--- src/sv/cfd_pkg.sv ---
// Package with shared types, constants and the CRC step of the frame deframer.
package cfd_pkg;

   localparam int DefaultStoreDepth = 256;

   localparam logic [7:0]  HeaderByte0   = 8'hEB;
   localparam logic [7:0]  HeaderByte1   = 8'h90;
   localparam logic [15:0] CrcInit       = 16'hFFFF;
   localparam logic [15:0] CrcPoly       = 16'hA001;
   localparam logic [7:0]  MaxLenReset   = 8'd249;
   localparam int          FrameOverhead = 7;

   typedef enum logic [2:0] {
      PH_SEARCH, PH_HDR2, PH_VERSION, PH_LEN_HI,
      PH_LEN_LO, PH_DATA, PH_CRC_HI, PH_CRC_LO
   } phase_type;

   typedef enum logic [2:0] {
      ST_IDLE, ST_FETCH, ST_SCAN, ST_EMIT_FETCH, ST_EMIT_CAPTURE, ST_EMIT_PUSH
   } state_type;

   typedef struct packed {
      logic take_byte;
      logic scan_read;
      logic scan_step;
      logic emit_read;
      logic emit_capture;
      logic emit_push;
   } cmd_type;

   typedef struct packed {
      logic scan_pending;
      logic frame_good;
      logic word_full;
      logic out_free;
      logic emit_last;
   } status_type;

   // One byte of reflected CRC-16/MODBUS, bit by bit.
   function automatic logic [15:0] crc_byte(input logic [15:0] crc, input logic [7:0] b);
      logic [15:0] c;
      c = crc ^ {8'h00, b};
      for (int k = 0; k < 8; k++) begin
         if (c[0]) begin
            c = (c >> 1) ^ CrcPoly;
         end else begin
            c = c >> 1;
         end
      end
      return c;
   endfunction

endpackage

--- src/sv/cfd_req_if.sv ---
// Input channel interface: one received byte per transfer.
interface cfd_req_if;
   logic       valid;
   logic       ready;
   logic [7:0] rx_byte;
   modport source (output valid, output rx_byte, input ready);
   modport sink (input valid, input rx_byte, output ready);
endinterface

--- src/sv/cfd_rsp_if.sv ---
// Result channel interface: one frame word per transfer.
interface cfd_rsp_if;
   logic        valid;
   logic        ready;
   logic [63:0] frame_word;
   logic [3:0]  word_bytes;
   logic        last_word;
   logic [8:0]  frame_length;
   modport source (output valid, output frame_word, output word_bytes, output last_word,
                   output frame_length, input ready);
   modport sink (input valid, input frame_word, input word_bytes, input last_word,
                 input frame_length, output ready);
endinterface

--- src/sv/cfd_ctrl.sv ---
// Controller state machine sequencing byte intake, scanning and word emission.
module cfd_ctrl
   import cfd_pkg::*;
(
   input  logic       clock,
   input  logic       reset,
   input  logic       req_valid,
   output logic       req_ready,
   input  status_type status,
   output cmd_type    cmd
);

   state_type state_ff, state_in;

   always_ff @(posedge clock) begin
      if (reset) begin
         state_ff <= ST_IDLE;
      end else begin
         state_ff <= state_in;
      end
   end

   always_comb begin
      state_in  = state_ff;
      cmd       = '0;
      req_ready = 1'b0;
      case (state_ff)
         ST_IDLE: begin
            req_ready = 1'b1;
            if (req_valid) begin
               cmd.take_byte = 1'b1;
               state_in      = ST_FETCH;
            end
         end
         ST_FETCH: begin
            if (status.scan_pending) begin
               cmd.scan_read = 1'b1;
               state_in      = ST_SCAN;
            end else begin
               state_in = ST_IDLE;
            end
         end
         ST_SCAN: begin
            cmd.scan_step = 1'b1;
            state_in      = status.frame_good ? ST_EMIT_FETCH : ST_FETCH;
         end
         ST_EMIT_FETCH: begin
            cmd.emit_read = 1'b1;
            state_in      = ST_EMIT_CAPTURE;
         end
         ST_EMIT_CAPTURE: begin
            cmd.emit_capture = 1'b1;
            state_in         = status.word_full ? ST_EMIT_PUSH : ST_EMIT_FETCH;
         end
         ST_EMIT_PUSH: begin
            if (status.out_free) begin
               cmd.emit_push = 1'b1;
               state_in      = status.emit_last ? ST_FETCH : ST_EMIT_FETCH;
            end
         end
         default: begin
            state_in = ST_IDLE;
         end
      endcase
   end

endmodule

--- src/sv/cfd_datapath.sv ---
// Datapath: circular byte store, frame scanner, CRC and output word register.
module cfd_datapath
   import cfd_pkg::*;
#(
   parameter int FRAME_STORE_DEPTH = DefaultStoreDepth
) (
   input  logic        clock,
   input  logic        reset,
   input  logic        csr_wr_en,
   input  logic [7:0]  csr_wr_data,
   input  logic [7:0]  rx_byte,
   input  cmd_type     cmd,
   output status_type  status,
   input  logic        rsp_ready,
   output logic        rsp_valid,
   output logic [63:0] rsp_frame_word,
   output logic [3:0]  rsp_word_bytes,
   output logic        rsp_last_word,
   output logic [8:0]  rsp_frame_length
);

   localparam int AW = $clog2(FRAME_STORE_DEPTH);
   localparam int CW = $clog2(FRAME_STORE_DEPTH + 1);
   localparam logic [CW:0] Depth = (CW + 1)'(FRAME_STORE_DEPTH);

   logic [7:0] mem [FRAME_STORE_DEPTH];
   logic [7:0] rd_data_ff;

   logic [AW-1:0] head_ff, head_in;
   logic [CW-1:0] held_ff, held_in;
   logic [CW-1:0] replay_ff, replay_in;
   phase_type     phase_ff, phase_in;
   logic [7:0]    dlen_ff, dlen_in;
   logic [15:0]   crc_ff, crc_in;
   logic [7:0]    crc_hi_ff, crc_hi_in;
   logic [7:0]    max_len_ff;

   logic [8:0]    total_ff, total_in;
   logic [8:0]    pos_ff, pos_in;
   logic [3:0]    cnt_ff, cnt_in;
   logic [63:0]   acc_ff, acc_in;

   logic          out_valid_ff, out_valid_in;
   logic [63:0]   out_word_ff;
   logic [3:0]    out_bytes_ff;
   logic          out_last_ff;
   logic [8:0]    out_len_ff;

   logic [CW:0]   wr_sum, rd_sum, head_sum;
   logic [AW-1:0] wr_addr, rd_addr;
   logic [CW:0]   drop_cnt;
   logic          drop;
   logic          good;

   // Circular addressing: head plus an offset below twice the depth.
   always_comb begin
      wr_sum = {{(CW + 1 - AW){1'b0}}, head_ff} + {1'b0, held_ff};
      if (wr_sum >= Depth) begin
         wr_sum = wr_sum - Depth;
      end
      wr_addr = wr_sum[AW-1:0];
      if (cmd.scan_read) begin
         rd_sum = {{(CW + 1 - AW){1'b0}}, head_ff} + {1'b0, replay_ff};
      end else begin
         rd_sum = {{(CW + 1 - AW){1'b0}}, head_ff} + (CW + 1)'(pos_ff);
      end
      if (rd_sum >= Depth) begin
         rd_sum = rd_sum - Depth;
      end
      rd_addr = rd_sum[AW-1:0];
   end

   always_ff @(posedge clock) begin
      if (cmd.take_byte && (held_ff < CW'(FRAME_STORE_DEPTH))) begin
         mem[wr_addr] <= rx_byte;
      end
      if (cmd.scan_read || cmd.emit_read) begin
         rd_data_ff <= mem[rd_addr];
      end
   end

   assign good = (phase_ff == PH_CRC_LO) && ({crc_hi_ff, rd_data_ff} == crc_ff);

   always_comb begin
      head_in      = head_ff;
      held_in      = held_ff;
      replay_in    = replay_ff;
      phase_in     = phase_ff;
      dlen_in      = dlen_ff;
      crc_in       = crc_ff;
      crc_hi_in    = crc_hi_ff;
      total_in     = total_ff;
      pos_in       = pos_ff;
      cnt_in       = cnt_ff;
      acc_in       = acc_ff;
      out_valid_in = out_valid_ff && !rsp_ready;
      drop         = 1'b0;
      drop_cnt     = '0;

      if (cmd.take_byte && (held_ff < CW'(FRAME_STORE_DEPTH))) begin
         held_in = held_ff + 1'b1;
      end

      if (cmd.scan_step) begin
         case (phase_ff)
            PH_SEARCH: begin
               if (rd_data_ff == HeaderByte0) begin
                  crc_in    = crc_byte(CrcInit, rd_data_ff);
                  replay_in = CW'(1);
                  phase_in  = PH_HDR2;
               end else begin
                  drop      = 1'b1;
                  replay_in = '0;
               end
            end
            PH_HDR2: begin
               if (rd_data_ff == HeaderByte1) begin
                  crc_in    = crc_byte(crc_ff, rd_data_ff);
                  replay_in = replay_ff + 1'b1;
                  phase_in  = PH_VERSION;
               end else begin
                  drop = 1'b1;
               end
            end
            PH_VERSION: begin
               crc_in    = crc_byte(crc_ff, rd_data_ff);
               replay_in = replay_ff + 1'b1;
               phase_in  = PH_LEN_HI;
            end
            PH_LEN_HI: begin
               if (rd_data_ff != 8'h00) begin
                  drop = 1'b1;
               end else begin
                  crc_in    = crc_byte(crc_ff, rd_data_ff);
                  replay_in = replay_ff + 1'b1;
                  phase_in  = PH_LEN_LO;
               end
            end
            PH_LEN_LO: begin
               if ((rd_data_ff > max_len_ff) ||
                   ((13'(rd_data_ff) + 13'(FrameOverhead)) > 13'(FRAME_STORE_DEPTH))) begin
                  drop = 1'b1;
               end else begin
                  dlen_in   = rd_data_ff;
                  crc_in    = crc_byte(crc_ff, rd_data_ff);
                  replay_in = replay_ff + 1'b1;
                  phase_in  = (rd_data_ff != 8'h00) ? PH_DATA : PH_CRC_HI;
               end
            end
            PH_DATA: begin
               crc_in    = crc_byte(crc_ff, rd_data_ff);
               replay_in = replay_ff + 1'b1;
               if ((14'(replay_ff) + 14'd1) >= (14'd5 + 14'(dlen_ff))) begin
                  phase_in = PH_CRC_HI;
               end
            end
            PH_CRC_HI: begin
               crc_hi_in = rd_data_ff;
               replay_in = replay_ff + 1'b1;
               phase_in  = PH_CRC_LO;
            end
            default: begin
               if (good) begin
                  total_in = 9'(replay_ff) + 9'd1;
                  pos_in   = '0;
                  cnt_in   = '0;
                  acc_in   = '0;
                  phase_in  = PH_SEARCH;
                  replay_in = '0;
                  crc_in    = CrcInit;
                  dlen_in   = '0;
               end else begin
                  drop = 1'b1;
               end
            end
         endcase
         // A rejected candidate loses its first byte and the search restarts.
         if (drop) begin
            drop_cnt = (CW + 1)'(1);
            if (phase_ff != PH_SEARCH) begin
               phase_in  = PH_SEARCH;
               replay_in = '0;
               crc_in    = CrcInit;
               dlen_in   = '0;
            end
         end
      end

      if (cmd.emit_capture) begin
         acc_in[(7 - cnt_ff[2:0]) * 8 +: 8] = rd_data_ff;
         cnt_in = cnt_ff + 1'b1;
         pos_in = pos_ff + 1'b1;
      end

      if (cmd.emit_push) begin
         out_valid_in = 1'b1;
         acc_in       = '0;
         cnt_in       = '0;
         if (pos_ff == total_ff) begin
            drop_cnt = (CW + 1)'(total_ff);
         end
      end

      if (drop_cnt != '0) begin
         head_sum = {{(CW + 1 - AW){1'b0}}, head_ff} + drop_cnt;
         if (head_sum >= Depth) begin
            head_sum = head_sum - Depth;
         end
         head_in = head_sum[AW-1:0];
         held_in = held_ff - drop_cnt[CW-1:0];
      end else begin
         head_sum = '0;
      end
   end

   always_ff @(posedge clock) begin
      if (reset) begin
         head_ff      <= '0;
         held_ff      <= '0;
         replay_ff    <= '0;
         phase_ff     <= PH_SEARCH;
         dlen_ff      <= '0;
         crc_ff       <= CrcInit;
         max_len_ff   <= MaxLenReset;
         out_valid_ff <= 1'b0;
      end else begin
         head_ff      <= head_in;
         held_ff      <= held_in;
         replay_ff    <= replay_in;
         phase_ff     <= phase_in;
         dlen_ff      <= dlen_in;
         crc_ff       <= crc_in;
         out_valid_ff <= out_valid_in;
         if (csr_wr_en) begin
            max_len_ff <= csr_wr_data;
         end
      end
   end

   always_ff @(posedge clock) begin
      crc_hi_ff <= crc_hi_in;
      total_ff  <= total_in;
      pos_ff    <= pos_in;
      cnt_ff    <= cnt_in;
      acc_ff    <= acc_in;
      if (cmd.emit_push) begin
         out_word_ff  <= acc_ff;
         out_bytes_ff <= cnt_ff;
         out_last_ff  <= (pos_ff == total_ff);
         out_len_ff   <= total_ff;
      end
   end

   always_comb begin
      status.scan_pending = (replay_ff < held_ff);
      status.frame_good   = good;
      status.word_full    = (cnt_ff == 4'd7) || ((pos_ff + 9'd1) == total_ff);
      status.out_free     = !out_valid_ff || rsp_ready;
      status.emit_last    = (pos_ff == total_ff);
   end

   assign rsp_valid        = out_valid_ff;
   assign rsp_frame_word   = out_word_ff;
   assign rsp_word_bytes   = out_bytes_ff;
   assign rsp_last_word    = out_last_ff;
   assign rsp_frame_length = out_len_ff;

endmodule

--- src/sv/crc16_checked_frame_deframer.sv ---
// Top level of the CRC-16 checked, length-prefixed frame deframer.
//
// The req channel carries one received byte per transfer. The block searches
// the byte stream for frames: 0xEB 0x90, a version byte, a big-endian 16-bit
// data length, the data, and a big-endian CRC-16/MODBUS over all bytes before
// it. Each good frame leaves on the rsp channel as 8-byte words, earliest byte
// in the most significant byte, with the last word flagged and the total frame
// length repeated on every word.
// Sequencing: a byte transfer is stored first, then each byte scanned takes a
// memory read and a scanner step, and the controller goes back to idle once
// it finds nothing left to scan; only then is the next transfer taken. A
// rejected candidate drops its first byte and replays the rest of the store,
// a memory read and a scanner step per replayed byte, with req held off. A
// good frame is read back from the store with a fetch and a capture per byte
// plus a push per word; the single memory read port sets this order. The csr
// port writes the largest accepted data length.
// Reset clears the pointers, the scanner and the output register; the store
// itself needs no clearing. When the receiver stalls, the finished word waits
// in the output register and emission pauses until it is taken.
module crc16_checked_frame_deframer
   import cfd_pkg::*;
#(
   parameter int FRAME_STORE_DEPTH = DefaultStoreDepth
) (
   input  logic       clock,
   input  logic       reset,
   input  logic       csr_wr_en,
   input  logic [7:0] csr_wr_data,
   cfd_req_if.sink    req,
   cfd_rsp_if.source  rsp
);

   cmd_type    cmd;
   status_type status;

   cfd_ctrl u_ctrl (
      .clock     (clock),
      .reset     (reset),
      .req_valid (req.valid),
      .req_ready (req.ready),
      .status    (status),
      .cmd       (cmd)
   );

   cfd_datapath #(
      .FRAME_STORE_DEPTH (FRAME_STORE_DEPTH)
   ) u_datapath (
      .clock            (clock),
      .reset            (reset),
      .csr_wr_en        (csr_wr_en),
      .csr_wr_data      (csr_wr_data),
      .rx_byte          (req.rx_byte),
      .cmd              (cmd),
      .status           (status),
      .rsp_ready        (rsp.ready),
      .rsp_valid        (rsp.valid),
      .rsp_frame_word   (rsp.frame_word),
      .rsp_word_bytes   (rsp.word_bytes),
      .rsp_last_word    (rsp.last_word),
      .rsp_frame_length (rsp.frame_length)
   );

endmodule

--- src/flat_wrapper.sv ---
// flat-port wrapper written by rule: the top's interface ports become plain ports
module crc16_checked_frame_deframer_flat import cfd_pkg::*;
#(
   parameter int FRAME_STORE_DEPTH = DefaultStoreDepth
)
  (clock, reset, csr_wr_en, csr_wr_data, req_valid, req_rx_byte, req_ready, rsp_valid, rsp_frame_word, rsp_word_bytes, rsp_last_word, rsp_frame_length, rsp_ready);
  cfd_req_if req_i ();
  cfd_rsp_if rsp_i ();
  input  logic clock;
  input  logic reset;
  input  logic csr_wr_en;
  input  logic [7:0] csr_wr_data;
  input wire logic [$bits(req_i.valid)-1:0] req_valid;
  input wire logic [$bits(req_i.rx_byte)-1:0] req_rx_byte;
  output wire logic [$bits(req_i.ready)-1:0] req_ready;
  output wire logic [$bits(rsp_i.valid)-1:0] rsp_valid;
  output wire logic [$bits(rsp_i.frame_word)-1:0] rsp_frame_word;
  output wire logic [$bits(rsp_i.word_bytes)-1:0] rsp_word_bytes;
  output wire logic [$bits(rsp_i.last_word)-1:0] rsp_last_word;
  output wire logic [$bits(rsp_i.frame_length)-1:0] rsp_frame_length;
  input wire logic [$bits(rsp_i.ready)-1:0] rsp_ready;
  assign req_i.valid = req_valid;
  assign req_i.rx_byte = req_rx_byte;
  assign req_ready = req_i.ready;
  assign rsp_valid = rsp_i.valid;
  assign rsp_frame_word = rsp_i.frame_word;
  assign rsp_word_bytes = rsp_i.word_bytes;
  assign rsp_last_word = rsp_i.last_word;
  assign rsp_frame_length = rsp_i.frame_length;
  assign rsp_i.ready = rsp_ready;
  crc16_checked_frame_deframer #(.FRAME_STORE_DEPTH(FRAME_STORE_DEPTH)) u_core (.clock(clock), .reset(reset), .csr_wr_en(csr_wr_en), .csr_wr_data(csr_wr_data), .req(req_i), .rsp(rsp_i));
endmodule
--- config.mk ---
export PLATFORM = sky130hd
export DESIGN_NAME = crc16_checked_frame_deframer_flat
export DESIGN_NICKNAME = d
export VERILOG_FILES = /design/src/sv/cfd_pkg.sv /design/src/sv/cfd_req_if.sv /design/src/sv/cfd_rsp_if.sv /design/src/sv/cfd_ctrl.sv /design/src/sv/cfd_datapath.sv /design/src/sv/crc16_checked_frame_deframer.sv /design/src/flat_wrapper.sv
export SDC_FILE = /design/constraint.sdc
export NUM_CORES = 2
export LEC_CHECK = 0
export ABC_CLOCK_PERIOD_IN_PS = 5600
export BUFFER_PORTS_ARGS = -buffer_cell sky130_fd_sc_hd__buf_2
export CAP_MARGIN = 20
export CORE_MARGIN = 3
export CORE_UTILIZATION = 49
export DETAILED_ROUTE_END_ITERATION = 6
export HOLD_SLACK_MARGIN = 0.03
export PLACE_DENSITY = 0.75
export SYNTH_ARGS = -nofsm -noshare
export SYNTH_HDL_FRONTEND = slang
export SYNTH_SLANG_ARGS = --single-unit
export TNS_END_PERCENT = 10
--- constraint.sdc ---
create_clock -name clock -period 5.6 [get_ports clock]
set_input_delay 0.56 -clock clock [delete_from_list [all_inputs] [get_ports clock]]
set_output_delay 0.56 -clock clock [all_outputs]
set_load 0.01 [all_outputs]
==> flow_metrics.env <==
export IMPL_gp_congestion=0.971
export IMPL_max_cap_violations=0
export IMPL_cts_sinks=2293
export IMPL_die_area_um2=194000
export IMPL_synth_edf_count=2160
export IMPL_netlist_top_cells_count="2,160 x edfxtp_1, 559 x mux4_2, 285 x nor3_1"
export IMPL_wl_per_cell_um=28.9
export IMPL_max_freq_ghz=0.181
export IMPL_r2r_cells=19
export IMPL_hpwlAfterDp_um=146000
export IMPL_die_y_um=440
export IMPL_cellLeakagePower_nw=35.1
export IMPL_crit_start="u_core.u_datapath.held_ff[8]$_SDFFE_PP0P_"
export IMPL_rsz0062_at_grt="true"
export IMPL_reg2reg_slack_ns=0.08
export IMPL_drc=0
export IMPL_peakVddDrop_uv=269
export IMPL_min_path_type="input port to flip-flop"
export IMPL_synthDistinctLibCells=90
export IMPL_status="completed"
export IMPL_htreeDepth=4
export IMPL_wirelength_um=232000
export IMPL_initial_utilization_pct=49.6
export IMPL_syn2layout_area_growth_pct=15.1
export IMPL_clk_path_buf_depth=3
export IMPL_dr_wl_met3_um=23500
export IMPL_placed_cells=7618
export IMPL_antenna_left=0
export IMPL_finalSetupTns_ns=0
export IMPL_cp_slowest_cell="fa_4"
export IMPL_report_final_setup_viol=0
export IMPL_wl_met1_um=86000
export IMPL_grt_pass1_wl_um=343000
export IMPL_gr_usage_all_layers_pct=24.1
export IMPL_synth_area_leader_cell="edfxtp_1"
export IMPL_grt_antenna_before_repair=2
export IMPL_maxSlewViolCount=0
export IMPL_die_w_um=440
export IMPL_crit_family="multiplexers"
export IMPL_grt_ovfl_total=0
export IMPL_worst_slack_ns=0.0775
export IMPL_yosysMostFrequentCell="edfxtp_1"
export IMPL_top_layer="met5"
export IMPL_period_share_pct=98.6
export IMPL_ys_async_sr_fraction_pct=0
export IMPL_crit_path_end_kind="flip-flop"
export IMPL_min_path_cells=3
export IMPL_wl_met2_um=111000
export IMPL_timing_rr_start="u_core.u_datapath.held_ff[8]$_SDFFE_PP0P_"
export IMPL_crit_buf_inv=6
export IMPL_synth_main_ff_cell="edfxtp_1"
export IMPL_path_depth=19
export IMPL_fp_coreArea_um2=186000
export IMPL_synth_yosys_seq_area_share_pct=73.1
export IMPL_powerDensity_nw_per_um2=341
export IMPL_post_place_ws_ns=-0.282
export IMPL_slowest_delay_ns=0.82
export IMPL_ys_warn_count=0
export IMPL_cts_buffers=218
export IMPL_cts_setup_buffers=0
export IMPL_drive_gt1_share_pct=28.8
export IMPL_root_buffer="clkbuf_16"
export IMPL_syn_area_per_cell_um2=19.1
export IMPL_cp_start_kind="flip-flop"
export IMPL_synth_cells=4832
export IMPL_grt_pass1_vias=50700
export IMPL_min_period_ns=5.52
export IMPL_port_buffers=100
export IMPL_synth_top_area_share_pct=70.2
export IMPL_rows=158
export IMPL_vias=50700
export IMPL_maxSlewHeadroom_pct=25.6
export IMPL_finalPower_w=0.0363
export IMPL_drtIter0Drc=6076
export IMPL_cp_max_fo=42
export IMPL_crit_chain="inv_1, ha_1, or4_1, a211oi_2, o31ai_2, o21ai_2, buf_4, ha_4, inv_1, fa_4, buf_12, buf_12, buf_4, mux4_2, mux2i_1, a221oi_1, nand3_1, a32oi_1, mux2_2"
export IMPL_insertion_delay_ns=0.88
export IMPL_hold_viol_final=0
export IMPL_reg2reg_to="u_core.u_datapath.rd_data_ff[6]$_DFFE_PP_"
export IMPL_io_pins=101
export IMPL_worst_slew_pin_slew_ns=1.12
export IMPL_hold_path_end="u_core.u_datapath.rsp_valid$_SDFF_PP0_"
export IMPL_final_nets=5476
export IMPL_grt_max_degree=185
export IMPL_final_setup_skew_ns=0.0770
export IMPL_crit_arrival_ns=6.10
export IMPL_hp_start="rsp_ready"
export IMPL_cts_tree="done"
export IMPL_clk_pin_slew_ns=0.07
export IMPL_yosys_top_cells_area="edfxtp_1 70%, mux4_2 14%, dfxtp_1 2.9%, nor3_1 1.5%, ha_1 1.1%"
export IMPL_critPathRequiredTime_ns=6.18
export IMPL_synth_seq_cells=2293
export IMPL_fin_cells=8033
export IMPL_dr_pass1_iters=6
export IMPL_via_per_inst=6.31
export IMPL_syn_nets=4938
export IMPL_syn_cell_area_um2=92400
export IMPL_critPathKind="flip-flop to flip-flop"
routing by layer:
metal	track usage, %	up-vias
li1	-	21000
met1	32.3	26100
met2	38.0	3045
met3	5.44	579
met4	10.8	2
met5	0	-
registers in the layout (all words and copies together), names as in the netlist:
| name | cells |
|---|---|
| u_core.u_datapath.crc_hi_ff | 8 |
| u_core.u_datapath.rsp_frame_word | 64 |
| u_core.u_datapath.mem | 2048 |
| u_core.u_datapath.dlen_ff | 8 |
| u_core.u_datapath.rsp_word_bytes | 4 |
| u_core.u_datapath.crc_ff | 16 |
| u_core.u_datapath.rsp_valid | 1 |
| u_core.u_datapath.held_ff | 9 |
| u_core.u_datapath.rsp_last_word | 1 |
| u_core.u_datapath.cnt_ff | 4 |
| u_core.u_ctrl.state_ff | 3 |
| u_core.u_datapath.max_len_ff | 8 |
| u_core.u_datapath.total_ff | 9 |
| u_core.u_datapath.rsp_frame_length | 9 |
| u_core.u_datapath.rd_data_ff | 8 |
| u_core.u_datapath.phase_ff | 3 |
| u_core.u_datapath.pos_ff | 9 |
| u_core.u_datapath.replay_ff | 9 |
| u_core.u_datapath.acc_ff | 64 |
| u_core.u_datapath.head_ff | 8 |
cell families (layout without fill, tap and decap cells):
logic type,Yosys count,after routing,share of synthesized area (%)
simple gates,846,846,4.41
flops,2293,2293,73.1
fa+ha+maj,85,85,1.18
other cells,0,1,0
buf+inv,342,1062,1.75
xor+xnor,96,96,0.933
compound gates,498,498,3.71
mux,672,672,15.0
power by group:
part / switching, W / total (W) / internal, W
clock: 0.00647 / 0.0148 / 0.00836
sequential: 0.0000858 / 0.0189 / 0.0189
combinational: 0.00150 / 0.00251 / 0.00100
layout by cell type (no fill, tap or decap), types with 36 or more instances in the layout:
cell / count
edfxtp_1: 2160
mux4_2: 559
buf_4: 431
nor3_1: 277
clkbuf_16: 221
nand2_1: 179
nor2_1: 163
dfxtp_1: 133
a21oi_1: 114
buf_2: 113
ha_1: 80
nand3_1: 77
a22oi_1: 62
inv_1: 59
o21ai_0: 58
mux2_2: 57
xnor2_1: 54
mux2i_1: 49
clkinv_1: 44
a211oi_1: 36
clkbuf_1: 36
worst register-to-register path: stages (launching register included):
cell and delay [ns]:
dfxtp_1 0.35, inv_1 0.06, ha_1 0.18, or4_1 0.45, a211oi_2 0.24, o31ai_2 0.13
o21ai_2 0.20, buf_4 0.16, ha_4 0.14, inv_1 0.06, fa_4 0.82, buf_12 0.18
buf_12 0.29, buf_4 0.32, mux4_2 0.35, mux2i_1 0.58, a221oi_1 0.18, nand3_1 0.15
a32oi_1 0.11, mux2_2 0.30
worst max-delay path by stage:
stage / to / slack (ns)
after floorplan: u_core.u_datapath.rd_data_ff[0]$_DFFE_PP_ / 0.72
after global placement: u_core.u_datapath.rd_data_ff[1]$_DFFE_PP_ / -0.32
after detailed placement: u_core.u_datapath.rd_data_ff[1]$_DFFE_PP_ / -0.28
after CTS: u_core.u_datapath.rd_data_ff[7]$_DFFE_PP_ / 0.002
after global routing: u_core.u_datapath.rd_data_ff[0]$_DFFE_PP_ / -0.06
final: u_core.u_datapath.rd_data_ff[6]$_DFFE_PP_ / 0.08
area by class of cell:
class                      count  area, um^2
tap                         2480        3100
fill                       13300       80000
sequential                  2293       67500
timing repair buffer         599        4760
inverter                      61         231
multi-input combinational   2197       23500
antenna                        1        2.50
clock inverter               138        1530
clock buffer                 264        5760
what timing repair did:
item,in CTS,in global routing
hold buffers,9,0
setup endpoints to repair,6,8
endpoints found under the hold margin,10,0
resized for setup,4,12
pin swaps,0,2
through the flow:
stage / instance area, um^2 / hold WS (ns) / utilization (%)
floorplan: 92400 / 0.408 / -
global route: 106000 / 0.0778 / 57.1
CTS: 106000 / 0.0353 / 57.0
global placement: 98700 / 0.411 / 53.0
detailed placement: 98900 / 0.414 / 53.1
finish: 106000 / 0.103 / 57.1
(Power assumes the default switching activity.)
